==> config.mk <==
export PLATFORM = sky130hd
export DESIGN_NAME = pic_ctrl
export DESIGN_NICKNAME = d
export VERILOG_FILES = /design/src/hw/rtl/pic_pkg.sv /design/src/hw/rtl/pic_ctrl.sv
export SDC_FILE = /design/constraint.sdc
export NUM_CORES = 1
export LEC_CHECK = 0
export BUFFER_PORTS_ARGS = -buffer_cell sky130_fd_sc_hd__buf_4
export CORE_AREA = 5 5 42 44
export DETAILED_ROUTE_END_ITERATION = 12
export DIE_AREA = 0 0 47 49
export SETUP_SLACK_MARGIN = 0.15
export SLEW_MARGIN = 20
export SYNTH_ARGS = -nofsm -noshare
export SYNTH_HDL_FRONTEND = slang
export SYNTH_SLANG_ARGS = --single-unit
==> constraint.sdc <==
create_clock -name clk_i -period 2.6 [get_ports clk_i]
set_input_delay 0.39 -clock clk_i [delete_from_list [all_inputs] [get_ports clk_i]]
set_output_delay 0.39 -clock clk_i [all_outputs]
set_load 0.005 [all_outputs]
==> src/hw/rtl/pic_pkg.sv <==
// Shared constants, types and codes of the platform interrupt controller.
package pic_pkg;

  localparam int CONTEXTS = 2;
  localparam int NSRC     = 32;
  localparam int SRC_W    = 5;
  localparam int DATA_W   = 32;
  localparam int OFF_W    = 26;
  localparam int CTX_W    = (CONTEXTS > 1) ? $clog2(CONTEXTS) : 1;
  localparam int IRQ_N    = (CONTEXTS < 2) ? CONTEXTS : 2;
  localparam int IRQ_W    = 2;

  localparam logic [OFF_W-1:0] PRIO_END     = 26'h000_1000;
  localparam logic [OFF_W-1:0] PEND_BASE    = 26'h000_1000;
  localparam logic [OFF_W-1:0] PEND_END     = 26'h000_1080;
  localparam logic [OFF_W-1:0] ENAB_BASE    = 26'h000_2000;
  localparam logic [OFF_W-1:0] ENAB_END     = OFF_W'(32'h0000_2000 + CONTEXTS * 32'h80);
  localparam logic [OFF_W-1:0] CTX_REG_BASE = 26'h020_0000;
  localparam logic [OFF_W-1:0] CTX_END      = OFF_W'(32'h0020_0000 + CONTEXTS * 32'h1000);

  localparam logic [11:0] REG_THRESH = 12'h000;
  localparam logic [11:0] REG_CLAIM  = 12'h004;

  typedef enum logic [1:0] {
    OP_READ  = 2'd0,
    OP_WRITE = 2'd1,
    OP_LEVEL = 2'd2
  } op_e;

  typedef enum logic [2:0] {
    ST_IDLE,
    ST_EXEC,
    ST_CLAIM,
    ST_IRQ0,
    ST_IRQ1,
    ST_WAIT,
    ST_DONE
  } state_e;

  typedef struct packed {
    logic              vld;
    logic [DATA_W-1:0] prio;
    logic [SRC_W-1:0]  id;
  } node_t;

  typedef struct packed {
    logic irq;
    logic ctx;
  } tag_t;

  typedef struct packed {
    logic load;
    logic exec;
    logic tree_go;
    logic sel_irq;
    logic irq_ctx;
    logic claim_apply;
  } cmd_t;

  typedef struct packed {
    logic is_claim;
    logic res_vld;
    logic res_irq;
    logic res_last;
  } sts_t;

endpackage

==> src/hw/rtl/pic_ctrl.sv <==
// Sequencer: beat acceptance, claim pass, interrupt line passes, result strobe.
module pic_ctrl import pic_pkg::*; (
  input  logic clk_i,
  input  logic rst_ni,
  input  logic start,
  output logic busy,
  output logic strobe,
  input  sts_t sts_i,
  output cmd_t cmd_o
);

  state_e state_q, state_d;

  always_ff @(posedge clk_i or negedge rst_ni) begin
    if (!rst_ni) begin
      state_q <= ST_IDLE;
    end else begin
      state_q <= state_d;
    end
  end

  always_comb begin
    state_d = state_q;
    case (state_q)
      ST_IDLE: begin
        if (start) begin
          state_d = ST_EXEC;
        end
      end
      ST_EXEC: begin
        state_d = sts_i.is_claim ? ST_CLAIM : ST_IRQ0;
      end
      ST_CLAIM: begin
        if (sts_i.res_vld) begin
          state_d = ST_IRQ0;
        end
      end
      ST_IRQ0: begin
        state_d = (IRQ_N > 1) ? ST_IRQ1 : ST_WAIT;
      end
      ST_IRQ1: begin
        state_d = ST_WAIT;
      end
      ST_WAIT: begin
        if (sts_i.res_vld && sts_i.res_irq && sts_i.res_last) begin
          state_d = ST_DONE;
        end
      end
      ST_DONE: begin
        state_d = ST_IDLE;
      end
      default: begin
        state_d = ST_IDLE;
      end
    endcase
  end

  always_comb begin
    cmd_o  = '0;
    busy   = 1'b1;
    strobe = 1'b0;
    case (state_q)
      ST_IDLE: begin
        busy       = 1'b0;
        cmd_o.load = start;
      end
      ST_EXEC: begin
        cmd_o.exec    = 1'b1;
        cmd_o.tree_go = sts_i.is_claim;
      end
      ST_CLAIM: begin
        cmd_o.claim_apply = sts_i.res_vld;
      end
      ST_IRQ0: begin
        cmd_o.tree_go = 1'b1;
        cmd_o.sel_irq = 1'b1;
      end
      ST_IRQ1: begin
        cmd_o.tree_go = 1'b1;
        cmd_o.sel_irq = 1'b1;
        cmd_o.irq_ctx = 1'b1;
      end
      ST_DONE: begin
        strobe = 1'b1;
      end
      default: begin
        busy = 1'b1;
      end
    endcase
  end

`ifndef SYNTHESIS
  a_strobe_single : assert property (@(posedge clk_i) disable iff (!rst_ni)
    strobe |=> !strobe && !busy)
    else $error("result beat not followed by idle");

  a_claim_result_place : assert property (@(posedge clk_i) disable iff (!rst_ni)
    (sts_i.res_vld && !sts_i.res_irq) |-> (state_q == ST_CLAIM))
    else $error("claim pass result outside claim wait");

  a_irq_result_place : assert property (@(posedge clk_i) disable iff (!rst_ni)
    (sts_i.res_vld && sts_i.res_irq) |-> (state_q == ST_WAIT))
    else $error("line pass result outside line wait");
`endif

endmodule
### Word level (Yosys, flattened, before mapping)

Cells that the tools add are included.

| word-level totals | value |
|---|---|
| register bits after elaboration | 3 |
| input bits | 7 |
| output and inout port bits | 8 |
| logic and storage cells | 28 |

| operators by class | value |
|---|---|
| equal/unequal tests | 9 |
| muxes and demuxes | 13 |
| reduce and logical (&&, ||, !) cells | 5 |

Operators with widths:

| kind | count |
|---|---|
| case mux 3 bit (6 select lines) | 1 |
| equality test 3 bit (second input constant) | 3 |
| 2-to-1 mux 3 bit | 3 |
| 2-to-1 mux 1 bit | 8 |
| equality test 3 x 2 -> 1 bit (second input constant) | 2 |
| != test 2 bit (second input constant) | 3 |
| equality test 3 x 1 -> 1 bit (second input constant) | 1 |
| logical NOT 3 bit | 1 |
| AND reduction 3 bit | 1 |
| logical AND 1 bit | 2 |
| case mux 1 bit (2 select lines) | 1 |
| OR reduction 2 bit | 1 |

### Depth between registers and ports, before layout

Gate-level depths: netlist of run 1.

| depth | value |
|---|---|
| word-level depth | 4 |
| mapped depth | 4 |
| depth with buffers taken out | 3 |

### Worst setup path after synthesis of run 1

No wires, ideal clock.

| path | value |
|---|---|
| path kind | register to output |
| start point | register state_q[1] |
| end point | output cmd_o[3] (netlist name) |
| data arrival time | 945 ps |
| data required time | 2210 ps |
| path slack | 1265 ps |
| stages on the path, launching flop included | 5 |
| buffers on the path | 1 |
| path through | dfrtp_1 -> buf_6 -> nor3b_2 -> nand2b_4 -> a21o_1 |

RTL lines:

| what | RTL line | text |
|---|---|---|
| start, declared | pic_ctrl.sv:12 | `state_e state_q, state_d;` |
| start signal, assigned | pic_ctrl.sv:18 | `state_q <= state_d;` |
| end, declared | pic_ctrl.sv:9 | `output cmd_t cmd_o` |

==> implementation parameters, run 1 <==
Parameter                              Value

Drt
  First drt pass iteration count ... 4
  Number of remaining DRC errors ... 0
  Uppermost signal routing layer after detailed routing ... met3
  Routed wirelength normalized by instance count ... 10.64 um
  Wire length on met2 ... 301 um
  Ratio of routed vias to standard cells ... 4.102
  Wirelength, routed ... 628 um
  Via count of the routed design ... 242
  Initial detailed-routing violation count ... 4
  Post-route met1 wirelength ... 267 um
  Detail Route Antenna Nets ... 0
  Met3 Wirelength ... 59 um

STA
  Crit share post-route ... 0.6531
  Unrepaired setup endpoints after global routing ... false
  Worst hold slack ... 0.4535 ns
  Final critical path time including I/O delays and setup ... 1.698 ns
  Final WS setup ... 0.9019 ns
  Transition time at the pin with the least slew margin ... 0.3154 ns
  Setup clock skew after layout ... 0.001806 ns
  Final Hold Vio Count ... 0
  Final number of setup-violating endpoints ... 0
  Highest attainable clock frequency ... 588.9 MHz
  Worst-case headroom to the max-slew limit ... 0.7897
  Sum of negative setup slack ... 0 ns
  Number of max-slew violations in the final report ... 0

Die
  Effective utilization at floorplan ... 0.1759
  Y dimension of the die ... 49 um
  Width of the die ... 47 um
  I/O pin total ... 15
  Count of standard-cell rows ... 14
  Die Footprint ... 2303 um^2
  Core Footprint ... 1401 um^2

CTS
  Max H-tree Level ... 1
  Post-CTS setup buffer count ... 0
  Clock network latency to the later pin of the worst-skew pair ... 0.23 ns
  Cell chosen for the clock root ... sky130_fd_sc_hd__clkbuf_4
  CTS resizes ... 0
  Number of CTS-inserted buffers ... 3
  Clock tree buffer depth ... 2
  Clock-pin transition on the worst setup and hold timing paths ... 0.04 ns
  TritonCTS clock tree ... built
  Number of buffers added to fix hold violations after cts ... 1
  Clock sink count ... 3

Setup path
  Endpoint type of the worst setup path ... primary output
  Cell chain of the critical path ... nor3b_2, nand2b_4, a21o_1, buf_4
  Cell with the biggest individual delay on the critical path ... sky130_fd_sc_hd__dfrtp_1
  Stage delay of the slowest cell on the critical path ... 0.45 ns
  Classification of the worst setup path ... reg -> out
  Arrival time reported for the critical path endpoint ... 1.31 ns
  Largest fanout on the critical path ... 9
  Worst path required time ... 2.21 ns
  CP Launch Type ... flop

Cells and area
  Leading registers by flop count ... state_q: 3 flops
  Max FFs per register ... 3
  Area Overhead vs Synth ... 56.35%
  Layout Nets ... 51
  Final core utilization ... 0.2750
  Register bank with the most flops ... state_q
  Ant diodes ... 0
  Layout cells sized above 1 ... 0.4884

Global route
  GR Util All Layers ... 0.05720
  Largest net degree at the start of global routing ... 11
  Overflow left after global routing ... 0
  Via count of the first global-routing pass ... 224
  Number of antenna violations at the first check in global routing ... 0
  First-pass GRT wire length ... 869 um

Pwr
  Power per cell area ... 1129 nW/um^2
  Leakage ... 0.1902 nW
  Worst vdd ir ... 0.0003909 V
  Total power after layout ... 0.4352 mW

Run status
  Outcome ... finished clean

Synthesis
  Total of flip-flops plus latches after synthesis ... 3
  Area of the mapped netlist ... 246.5 um^2
  Synth top area cells ... sky130_fd_sc_hd__dfrtp_1 (30%), sky130_fd_sc_hd__nor3b_2 (10%), sky130_fd_sc_hd__buf_6 (9.1%), sky130_fd_sc_hd__nand2b_4 (5.6%), sky130_fd_sc_hd__and4bb_1 (5.1%)
  Share of the synthesized area in the top cell type ... 0.3046
  Sequential share of the synthesized area ... 0.3046
  Area leader, netlist ... sky130_fd_sc_hd__dfrtp_1
  Syn Nets ... 33
  Post-synthesis instance total ... 26
  Distinct cells, synth ... 18
  Mapped Avg Cell Area ... 9.480 um^2
  Yosys synthesis warning count ... 0

Run
  Number of max-cap violations ... 0

Place
  Port bufs ... 14
  Setup Slack @ Placement ... 1.139 ns
  Routability-driven placement congestion ratio ... 0.7005

Min path
  Path type of the worst min-delay path ... in -> reg
[layout by cell type, fill, tap and decap left out]
master / instances
sky130_fd_sc_hd__nand2b_4: 1
sky130_fd_sc_hd__and3_1: 1
sky130_fd_sc_hd__nand3_1: 1
sky130_fd_sc_hd__buf_4: 14
sky130_fd_sc_hd__o21ai_0: 2
sky130_fd_sc_hd__nor2_1: 3
sky130_fd_sc_hd__clkbuf_1: 1
sky130_fd_sc_hd__dfrtp_1: 3
sky130_fd_sc_hd__o211ai_1: 1
sky130_fd_sc_hd__nand3b_1: 1
sky130_fd_sc_hd__inv_1: 1
sky130_fd_sc_hd__and4bb_1: 1
sky130_fd_sc_hd__a22o_1: 1
sky130_fd_sc_hd__nor3b_1: 1
sky130_fd_sc_hd__nor3b_2: 2
sky130_fd_sc_hd__a21o_1: 1
sky130_fd_sc_hd__nor2b_1: 1
sky130_fd_sc_hd__dlygate4sd3_1: 1
sky130_fd_sc_hd__a21oi_2: 1
sky130_fd_sc_hd__nand2_1: 2
sky130_fd_sc_hd__clkbuf_4: 3
[metrics by stage]
| step | instances | area [um^2] |
|---|---|---|
| final | 59 | 385.4 |
| after global routing | 59 | 385.4 |
| after CTS | 59 | 385.4 |
| after detailed placement | 54 | 349.1 |
| after global placement | 54 | 349.1 |
| after floorplan | 26 | 246.5 |
[worst max-delay path, delay by kind of cell, from the launching register on]
family	cells	cell delay, ns
flops	1	0.45
simple gates	2	0.35
compound gates	1	0.15
buf+inv	1	0.13
[metal layers]
layer  vias up  global-route usage
met2        10             0.07466
met1       106             0.06652
met3         0                   0
met5         -                   0
met4         0             0.08295
li1        126                   -
[logic make-up after synthesis]
family                 count (synthesis)  share of synthesized area
AND/OR/NAND/NOR                       14                     0.4163
flip-flops                             3                     0.3046
AO/OA/AOI/OAI                          6                     0.1726
buffers and inverters                  3                     0.1066
[cell type report]
type	instances	area (um^2)
well taps	16	20.02
fillers	162	1016
clock buffers	4	26.28
flip-flops and latches	3	75.07
inverters	1	3.754
multi-input cells	20	145.1
repair buffers	15	115.1
[final timing paths]
check                      startpoint          to  slack (ns)  depth (start not counted)
setup / recovery           state_q[2]    cmd_o[3]        0.90                          4
hold / removal                  start  state_q[0]        0.45                          3
setup reg to reg           state_q[1]  state_q[0]        1.52                          3
hold reg to reg            state_q[1]  state_q[2]        0.71                          1
max in group asynchronous      rst_ni  state_q[0]        2.02                          2
min in group asynchronous      rst_ni  state_q[1]        0.48                          2
[synthesized netlist by cell type]
cell type and number:
sky130_fd_sc_hd__nor3b_1 1, sky130_fd_sc_hd__a22o_1 1, sky130_fd_sc_hd__nor2_1 3, sky130_fd_sc_hd__nor3b_2 2
sky130_fd_sc_hd__buf_6 2, sky130_fd_sc_hd__o211ai_1 1, sky130_fd_sc_hd__o21ai_0 2, sky130_fd_sc_hd__nand3_1 1
sky130_fd_sc_hd__nor2b_1 1, sky130_fd_sc_hd__nand2_1 2, sky130_fd_sc_hd__dfrtp_1 3, sky130_fd_sc_hd__inv_1 1
sky130_fd_sc_hd__and3_1 1, sky130_fd_sc_hd__and4bb_1 1, sky130_fd_sc_hd__nand3b_1 1, sky130_fd_sc_hd__a21o_1 1
sky130_fd_sc_hd__nand2b_4 1, sky130_fd_sc_hd__a21oi_2 1
[power by group]
part | switching, mW | internal [mW]
Sequential | 0.0507 | 0.0695
Clock | 0.0250 | 0.0576
Combinational | 0.0891 | 0.143
Note: power is estimated with default switching activity, not from simulation.
==> inputs of run 2 (changes only) <==
clock period = 1.6 ns   (was 2.6 ns; I/O delays follow)
==> run 2 against run 1 <==
  * Hold slack got worse by 0.16 ns
  * Clock skew increased by 0.0027 ns
  * Critical path depth unchanged
  * Clock-buffer cell count unchanged
  * Critical path type unchanged
  * Critical endpoint unchanged
==> implementation parameters, run 2 (same netlist as run 1, synthesis figures left out) <==
Parameter                              Value

Cells and area
  Sequential cell area in the final layout ... 78.83 um^2 (was 75.07 um^2)
  Leading registers by flop count ... state_q: 3 flops (unchanged)
  Most frequent standard cell in the layout excluding fill and tap cells ... sky130_fd_sc_hd__buf_4 (unchanged)
  Area Overhead vs Synth ... 76.65% (was 56.35%)
  Ant diodes ... 0 (unchanged)
  Layout Nets ... 56 (was 51)
  Number of filler cells placed in the layout ... 160 (was 162)
  Final core utilization ... 0.3107 (was 0.2750)
  Max FFs per register ... 3 (unchanged)
  Register bank with the most flops ... state_q (unchanged)
  Layout cells sized above 1 ... 0.6042 (was 0.4884)
  Multi-input gate area ... 145.1 um^2 (unchanged)
  Highest-count cells in the layout ignoring fill and taps ... sky130_fd_sc_hd__buf_4 (15), sky130_fd_sc_hd__nor2_1 (3), sky130_fd_sc_hd__clkbuf_4 (3), sky130_fd_sc_hd__buf_6 (3), sky130_fd_sc_hd__dfrtp_2 (3) (was sky130_fd_sc_hd__buf_4 (14), sky130_fd_sc_hd__nor2_1 (3), sky130_fd_sc_hd__clkbuf_4 (3), sky130_fd_sc_hd__dfrtp_1 (3))
  Final std cells w/o fill ... 64 (was 59)

Setup path
  Cell with the biggest individual delay on the critical path ... sky130_fd_sc_hd__dfrtp_2 (was sky130_fd_sc_hd__dfrtp_1)
  CP Launch Type ... flop (unchanged)
  Largest fanout on the critical path ... 6 (was 9)
  Endpoint type of the worst setup path ... primary output (unchanged)
  Arrival time reported for the critical path endpoint ... 1.24 ns (was 1.31 ns)
  Classification of the worst setup path ... reg -> out (unchanged)
  Worst r2r path cells ... 4 (was 3)
  Stage delay of the slowest cell on the critical path ... 0.44 ns (was 0.45 ns)
  CP Depth ... 4 (unchanged)
  Crit path buf inv count ... 1 (unchanged)
  Worst path required time ... 1.36 ns (was 2.21 ns)
  Cell family with the largest share of critical-path delay ... flip-flops (unchanged)
  Cell chain of the critical path ... nor3b_2, nand2b_4, a21o_1, buf_6 (was nor3b_2, nand2b_4, a21o_1, buf_4)

CTS
  Clock tree buffer depth ... 2 (unchanged)
  Clock network latency to the later pin of the worst-skew pair ... 0.24 ns (was 0.23 ns)
  Number of CTS-inserted buffers ... 3 (unchanged)
  TritonCTS clock tree ... built (unchanged)
  Cell chosen for the clock root ... sky130_fd_sc_hd__clkbuf_4 (unchanged)
  Clock sink count ... 3 (unchanged)
  Max H-tree Level ... 1 (unchanged)
  Clock-pin transition on the worst setup and hold timing paths ... 0.04 ns (about the same)

Die
  Die Footprint ... 2303 um^2 (unchanged)
  Core Footprint ... 1401 um^2 (unchanged)
  Y dimension of the die ... 49 um (unchanged)
  Count of standard-cell rows ... 14 (unchanged)
  I/O pin total ... 15 (unchanged)
  Effective utilization at floorplan ... 0.1759 (unchanged)
  Width of the die ... 47 um (unchanged)

Place
  Placed cells ... 54 (unchanged)
  Routability-driven placement congestion ratio ... 0.6915 (was 0.7005)
  Port bufs ... 14 (unchanged)
  Setup Slack @ Placement ... 0.2804 ns (was 1.139 ns)

Pwr
  Leakage ... 0.2144 nW (was 0.1902 nW)
  Worst vdd ir ... 0.0006179 V (was 0.0003909 V)
  Total power after layout ... 0.8113 mW (was 0.4352 mW)
  Power per cell area ... 1863 nW/um^2 (was 1129 nW/um^2)

Drt
  Wirelength, routed ... 688 um (was 628 um)
  Number of remaining DRC errors ... 0 (unchanged)
  Initial detailed-routing violation count ... 0 (was 4)
  Detail Route Antenna Nets ... 0 (unchanged)
  Post-route met1 wirelength ... 313 um (was 267 um)
  Uppermost signal routing layer after detailed routing ... met4 (was met3)
  Ratio of routed vias to standard cells ... 4.125 (was 4.102)
  First drt pass iteration count ... 1 (was 4)
  Via count of the routed design ... 264 (was 242)
  Routed wirelength normalized by instance count ... 10.75 um (was 10.64 um)
  Wire length on met2 ... 298 um (was 301 um)
  Met3 Wirelength ... 61 um (was 59 um)

Global route
  GR Util All Layers ... 0.06845 (was 0.05720)
  Number of antenna violations at the first check in global routing ... 0 (unchanged)
  Overflow left after global routing ... 0 (unchanged)
  Via count of the first global-routing pass ... 280 (was 224)
  First-pass GRT wire length ... 1.076 mm (was 869 um)
  Largest net degree at the start of global routing ... 9 (was 11)

STA
  Final WS setup ... 0.1245 ns (was 0.9019 ns)
  Final number of setup-violating endpoints ... 0 (unchanged)
  Worst-case headroom to the max-slew limit ... 0.8775 (was 0.7897)
  Final Hold Vio Count ... 0 (unchanged)
  Final critical path time including I/O delays and setup ... 1.475 ns
  Number of max-slew violations in the final report ... 0 (unchanged)
  Sum of negative setup slack ... 0 ns (unchanged)
  Setup clock skew after layout ... 0.004459 ns (was 0.001806 ns)
  Highest attainable clock frequency ... 677.7 MHz
  Unrepaired setup endpoints after global routing ... true (was false)
  Crit share post-route ... 0.9222
  Transition time at the pin with the least slew margin ... 0.1818 ns (was 0.3154 ns)

Min path
  Worst hold path cell count ... 3 (unchanged)
  Path type of the worst min-delay path ... in -> reg (unchanged)

Run status
  Outcome ... finished clean (unchanged)

Run
  Number of max-cap violations ... 0 (unchanged)
-- run 2: changes by cell type in the layout (fill, tap and decap cells not counted) --
cell,change
sky130_fd_sc_hd__buf_4,+1
sky130_fd_sc_hd__buf_6,+3
sky130_fd_sc_hd__clkbuf_2,+1
sky130_fd_sc_hd__dfrtp_1,-3
sky130_fd_sc_hd__dfrtp_2,+3
-- run 2: area by class of cell --
cell class	count	area share
flip-flops and latches	3	0.1810
repair buffers	20	0.3707
inverters	1	0.008621
well taps	16	0.04598
clock buffers	4	0.06034
multi-input cells	20	0.3333
-- run 2: timing repair --
action,4_1_cts,5_1_grt
gates resized for setup,3,4
endpoints found under the hold margin,3,0
hold buffers,1,0
pin swaps,1,1
buffers inserted,4,1
setup endpoints to repair,2,5
-- run 2: worst paths after layout --
check | slack, ns | from | end
worst max-delay path | 0.12 | state_q[1] | cmd_o[3]
worst min-delay path | 0.29 | start | state_q[0]
worst max register to register | 0.53 | state_q[2] | state_q[0]
worst min register to register | 0.62 | state_q[2] | state_q[0]
max in group asynchronous | 1.16 | rst_ni | state_q[1]
min in group asynchronous | 0.33 | rst_ni | state_q[0]
-- run 2: layer usage --
metal	global-route usage	vias to the layer above
met5	0	-
met4	0.06912	0
met3	0	2
met2	0.09729	12
met1	0.08628	115
li1	-	135
-- run 2: worst min-delay path: stages --
cell	delay, ns
sky130_fd_sc_hd__buf_4	0.08
sky130_fd_sc_hd__o21ai_0	0.08
sky130_fd_sc_hd__o211ai_1	0.09
-- run 2: metrics by stage --
stage          hold WS, ns  instance area [um^2]
2_1_floorplan     -0.05559                 246.5
3_3_place_gp       0.02953                 349.1
3_5_place_dp       0.03090                 349.1
4_1_cts             0.2873                 415.4
5_1_grt             0.3267                 435.4
6_report            0.2939                 435.4
-- run 2: where the power goes --
group / switching (mW) / internal (mW) / total (mW)
clock network: 0.0436 / 0.0937 / 0.137
registers: 0.0643 / 0.121 / 0.185
logic: 0.185 / 0.304 / 0.489
total: 0.293 / 0.518 / 0.811
==> inputs of run 3 (changes only) <==
GPL_TIMING_DRIVEN = 0   (was not set)
SKIP_LAST_GASP = 1   (was not set)
==> run 3 against run 2 <==
  * First-iteration DRC count rose by 4
  * Fmax decreased by 3.1%
  * Final cell count rose by 7.8%
  * Clock skew shrank 0.0014 ns
  * Critical path type unchanged
  * Highest routed layer unchanged
  * Largest cell class unchanged
  * Utilization grew 4.9 points
  * Final area up 16%
  * Worst setup slack got worse by 0.048 ns
  * Largest power group unchanged
  * Hold slack better by 0.027 ns
  * Total power grew 21%
==> implementation parameters, run 3 (same netlist as run 1, synthesis figures left out) <==
Parameter                              Value

Run status
  Outcome ... finished clean (unchanged)

Cells and area
  Layout Nets ... 61 (was 56)
  Register bank with the most flops ... state_q (unchanged)
  Highest-count cells in the layout ignoring fill and taps ... sky130_fd_sc_hd__buf_4 (20), sky130_fd_sc_hd__buf_6 (4), sky130_fd_sc_hd__clkbuf_4 (3) (was sky130_fd_sc_hd__buf_4 (15), sky130_fd_sc_hd__nor2_1 (3), sky130_fd_sc_hd__clkbuf_4 (3), sky130_fd_sc_hd__buf_6 (3), sky130_fd_sc_hd__dfrtp_2 (3))
  Leading registers by flop count ... state_q: 3 flops (unchanged)
  Max FFs per register ... 3 (unchanged)
  Layout cells sized above 1 ... 0.6792 (was 0.6042)
  Most frequent standard cell in the layout excluding fill and tap cells ... sky130_fd_sc_hd__buf_4 (unchanged)
  Area Overhead vs Synth ... 104.6% (was 76.65%)
  Ant diodes ... 0 (unchanged)

Run
  Number of max-cap violations ... 0 (unchanged)

Drt
  Initial detailed-routing violation count ... 4 (was 0)
  Wirelength, routed ... 792 um (was 688 um)
  Number of remaining DRC errors ... 0 (unchanged)
  Detail Route Antenna Nets ... 0 (unchanged)
  Via count of the routed design ... 301 (was 264)
  First drt pass iteration count ... 4 (was 1)
  Ratio of routed vias to standard cells ... 4.362 (was 4.125)
  Routed wirelength normalized by instance count ... 11.48 um (was 10.75 um)

CTS
  Clock sink count ... 3 (unchanged)
  Clock network latency to the later pin of the worst-skew pair ... 0.24 ns (about the same)
  Max H-tree Level ... 1 (unchanged)
  Clock-pin transition on the worst setup and hold timing paths ... 0.04 ns (about the same)
  TritonCTS clock tree ... built (unchanged)
  Clock tree buffer depth ... 2 (unchanged)
  Number of CTS-inserted buffers ... 3 (unchanged)
  Cell chosen for the clock root ... sky130_fd_sc_hd__clkbuf_4 (unchanged)

STA
  Final WS setup ... 0.07693 ns (was 0.1245 ns)
  Number of max-slew violations in the final report ... 0 (unchanged)
  Transition time at the pin with the least slew margin ... 0.1884 ns (was 0.1818 ns)
  Highest attainable clock frequency ... 656.6 MHz (was 677.7 MHz)
  Final Hold Vio Count ... 0 (unchanged)
  Setup clock skew after layout ... 0.003062 ns (was 0.004459 ns)
  Worst-case headroom to the max-slew limit ... 0.8731 (was 0.8775)
  Crit share post-route ... 0.9519 (was 0.9222)
  Final number of setup-violating endpoints ... 0 (unchanged)
  Unrepaired setup endpoints after global routing ... true (unchanged)
  Sum of negative setup slack ... 0 ns (unchanged)
  Final critical path time including I/O delays and setup ... 1.523 ns (was 1.475 ns)

Place
  Port bufs ... 14 (unchanged)
  Routability-driven placement congestion ratio ... 0.6891 (was 0.6915)
  Setup Slack @ Placement ... 0.3064 ns (was 0.2804 ns)
  Placed wire-length estimate after detailed placement ... 478.1 um

Setup path
  Endpoint type of the worst setup path ... primary output (unchanged)
  Largest fanout on the critical path ... 5 (was 6)
  Worst path required time ... 1.36 ns (about the same)
  Arrival time reported for the critical path endpoint ... 1.28 ns (was 1.24 ns)
  Classification of the worst setup path ... reg -> out (unchanged)
  CP Launch Type ... flop (unchanged)

Die
  Effective utilization at floorplan ... 0.1759 (unchanged)
  Width of the die ... 47 um (unchanged)
  Count of standard-cell rows ... 14 (unchanged)
  I/O pin total ... 15 (unchanged)
  Y dimension of the die ... 49 um (unchanged)
  Core Footprint ... 1401 um^2 (unchanged)
  Die Footprint ... 2303 um^2 (unchanged)

Global route
  Global-route track usage on met1 ... 0.08186 (was 0.08628)
  Met2 demand-to-capacity share in global routing ... 0.1018 (was 0.09729)
  Overflow left after global routing ... 0 (unchanged)
  GR Util All Layers ... 0.07692 (was 0.06845)
  Number of antenna violations at the first check in global routing ... 0 (unchanged)
  First-pass GRT wire length ... 1.152 mm (was 1.076 mm)
  Met3 capacity usage during global routing ... 0.01107 (was 0)
  Largest net degree at the start of global routing ... 11 (was 9)
  Global route hottest layer ... met4 (was met2)
  Via count of the first global-routing pass ... 295 (was 280)

Min path
  Path type of the worst min-delay path ... in -> reg (unchanged)

Pwr
  Worst vdd ir ... 0.0007047 V (was 0.0006179 V)
  Power per cell area ... 1952 nW/um^2 (was 1863 nW/um^2)
  Leakage ... 0.2479 nW (was 0.2144 nW)
[run 3: cell count changes in the layout (fill, tap and decap cells not counted), sizes merged]
cell    previous run  this run
buf               18        24
clkbuf             5         4
[run 3: worst max-delay path, cell delays in order, from the launching register on]
cell                       delay [ns]
sky130_fd_sc_hd__dfrtp_1         0.36
sky130_fd_sc_hd__buf_6           0.13
sky130_fd_sc_hd__nor3b_4         0.14
sky130_fd_sc_hd__nand2b_4        0.14
sky130_fd_sc_hd__a21o_1          0.16
sky130_fd_sc_hd__buf_6           0.11
[run 3: report_power, final]
part	internal, mW	leakage, nW	switching, mW
Combinational	0.420	0.197	0.266
Clock	0.0937	0.0150	0.0431
Sequential	0.116	0.0361	0.0450
[run 3: path summary, 6_finish.rpt]
kind                       depth (start not counted)  slack (ns)        from          to
max                                                5        0.08  state_q[2]    cmd_o[3]
min                                                3        0.32       start  state_q[0]
max reg2reg                                        5        0.34  state_q[0]  state_q[0]
min reg2reg                                        2        0.63  state_q[1]  state_q[2]
max in group asynchronous                          2        1.17      rst_ni  state_q[0]
min in group asynchronous                          2        0.33      rst_ni  state_q[2]
[run 3: what timing repair did]
action | CTS | global route
pin swaps | 2 | 1
resized for setup | 3 | 7
gates cloned | 0 | 0
hold endpoints to repair | 3 | 0
hold buffers | 1 | 0
endpoints found under the setup margin | 1 | 6
buffers inserted | 5 | 3
[run 3: area by class of cell]
type	instances	area, um^2
repair buffers	23	182.7
well taps	16	20.02
inverters	1	6.256
fillers	158	897.1
clock buffers	4	26.28
plain buffers	2	22.52
multi-input cells	20	170.2
flip-flops and latches	3	76.32
[run 3: layer usage]
metal,vias to the layer above,share of wire
li1,146,-
met1,137,0.41
met2,14,0.46
met3,4,0.073
met4,0,0.064
met5,-,0
[run 3: metrics by stage]
step	cells	power (mW)	cell area (um^2)	util	hold WS (ns)
finish	69	0.9843	504.2	0.3598	0.3206
global route	69	1.056	504.2	0.3598	0.3202
CTS	66	0.8768	456.7	0.3259	0.2890
detailed placement	56	0.6299	371.6	0.2652	0.03043
global placement	56	0.6254	371.6	0.2652	0.03015
floorplan	26	0.4397	246.5	-	-0.05559
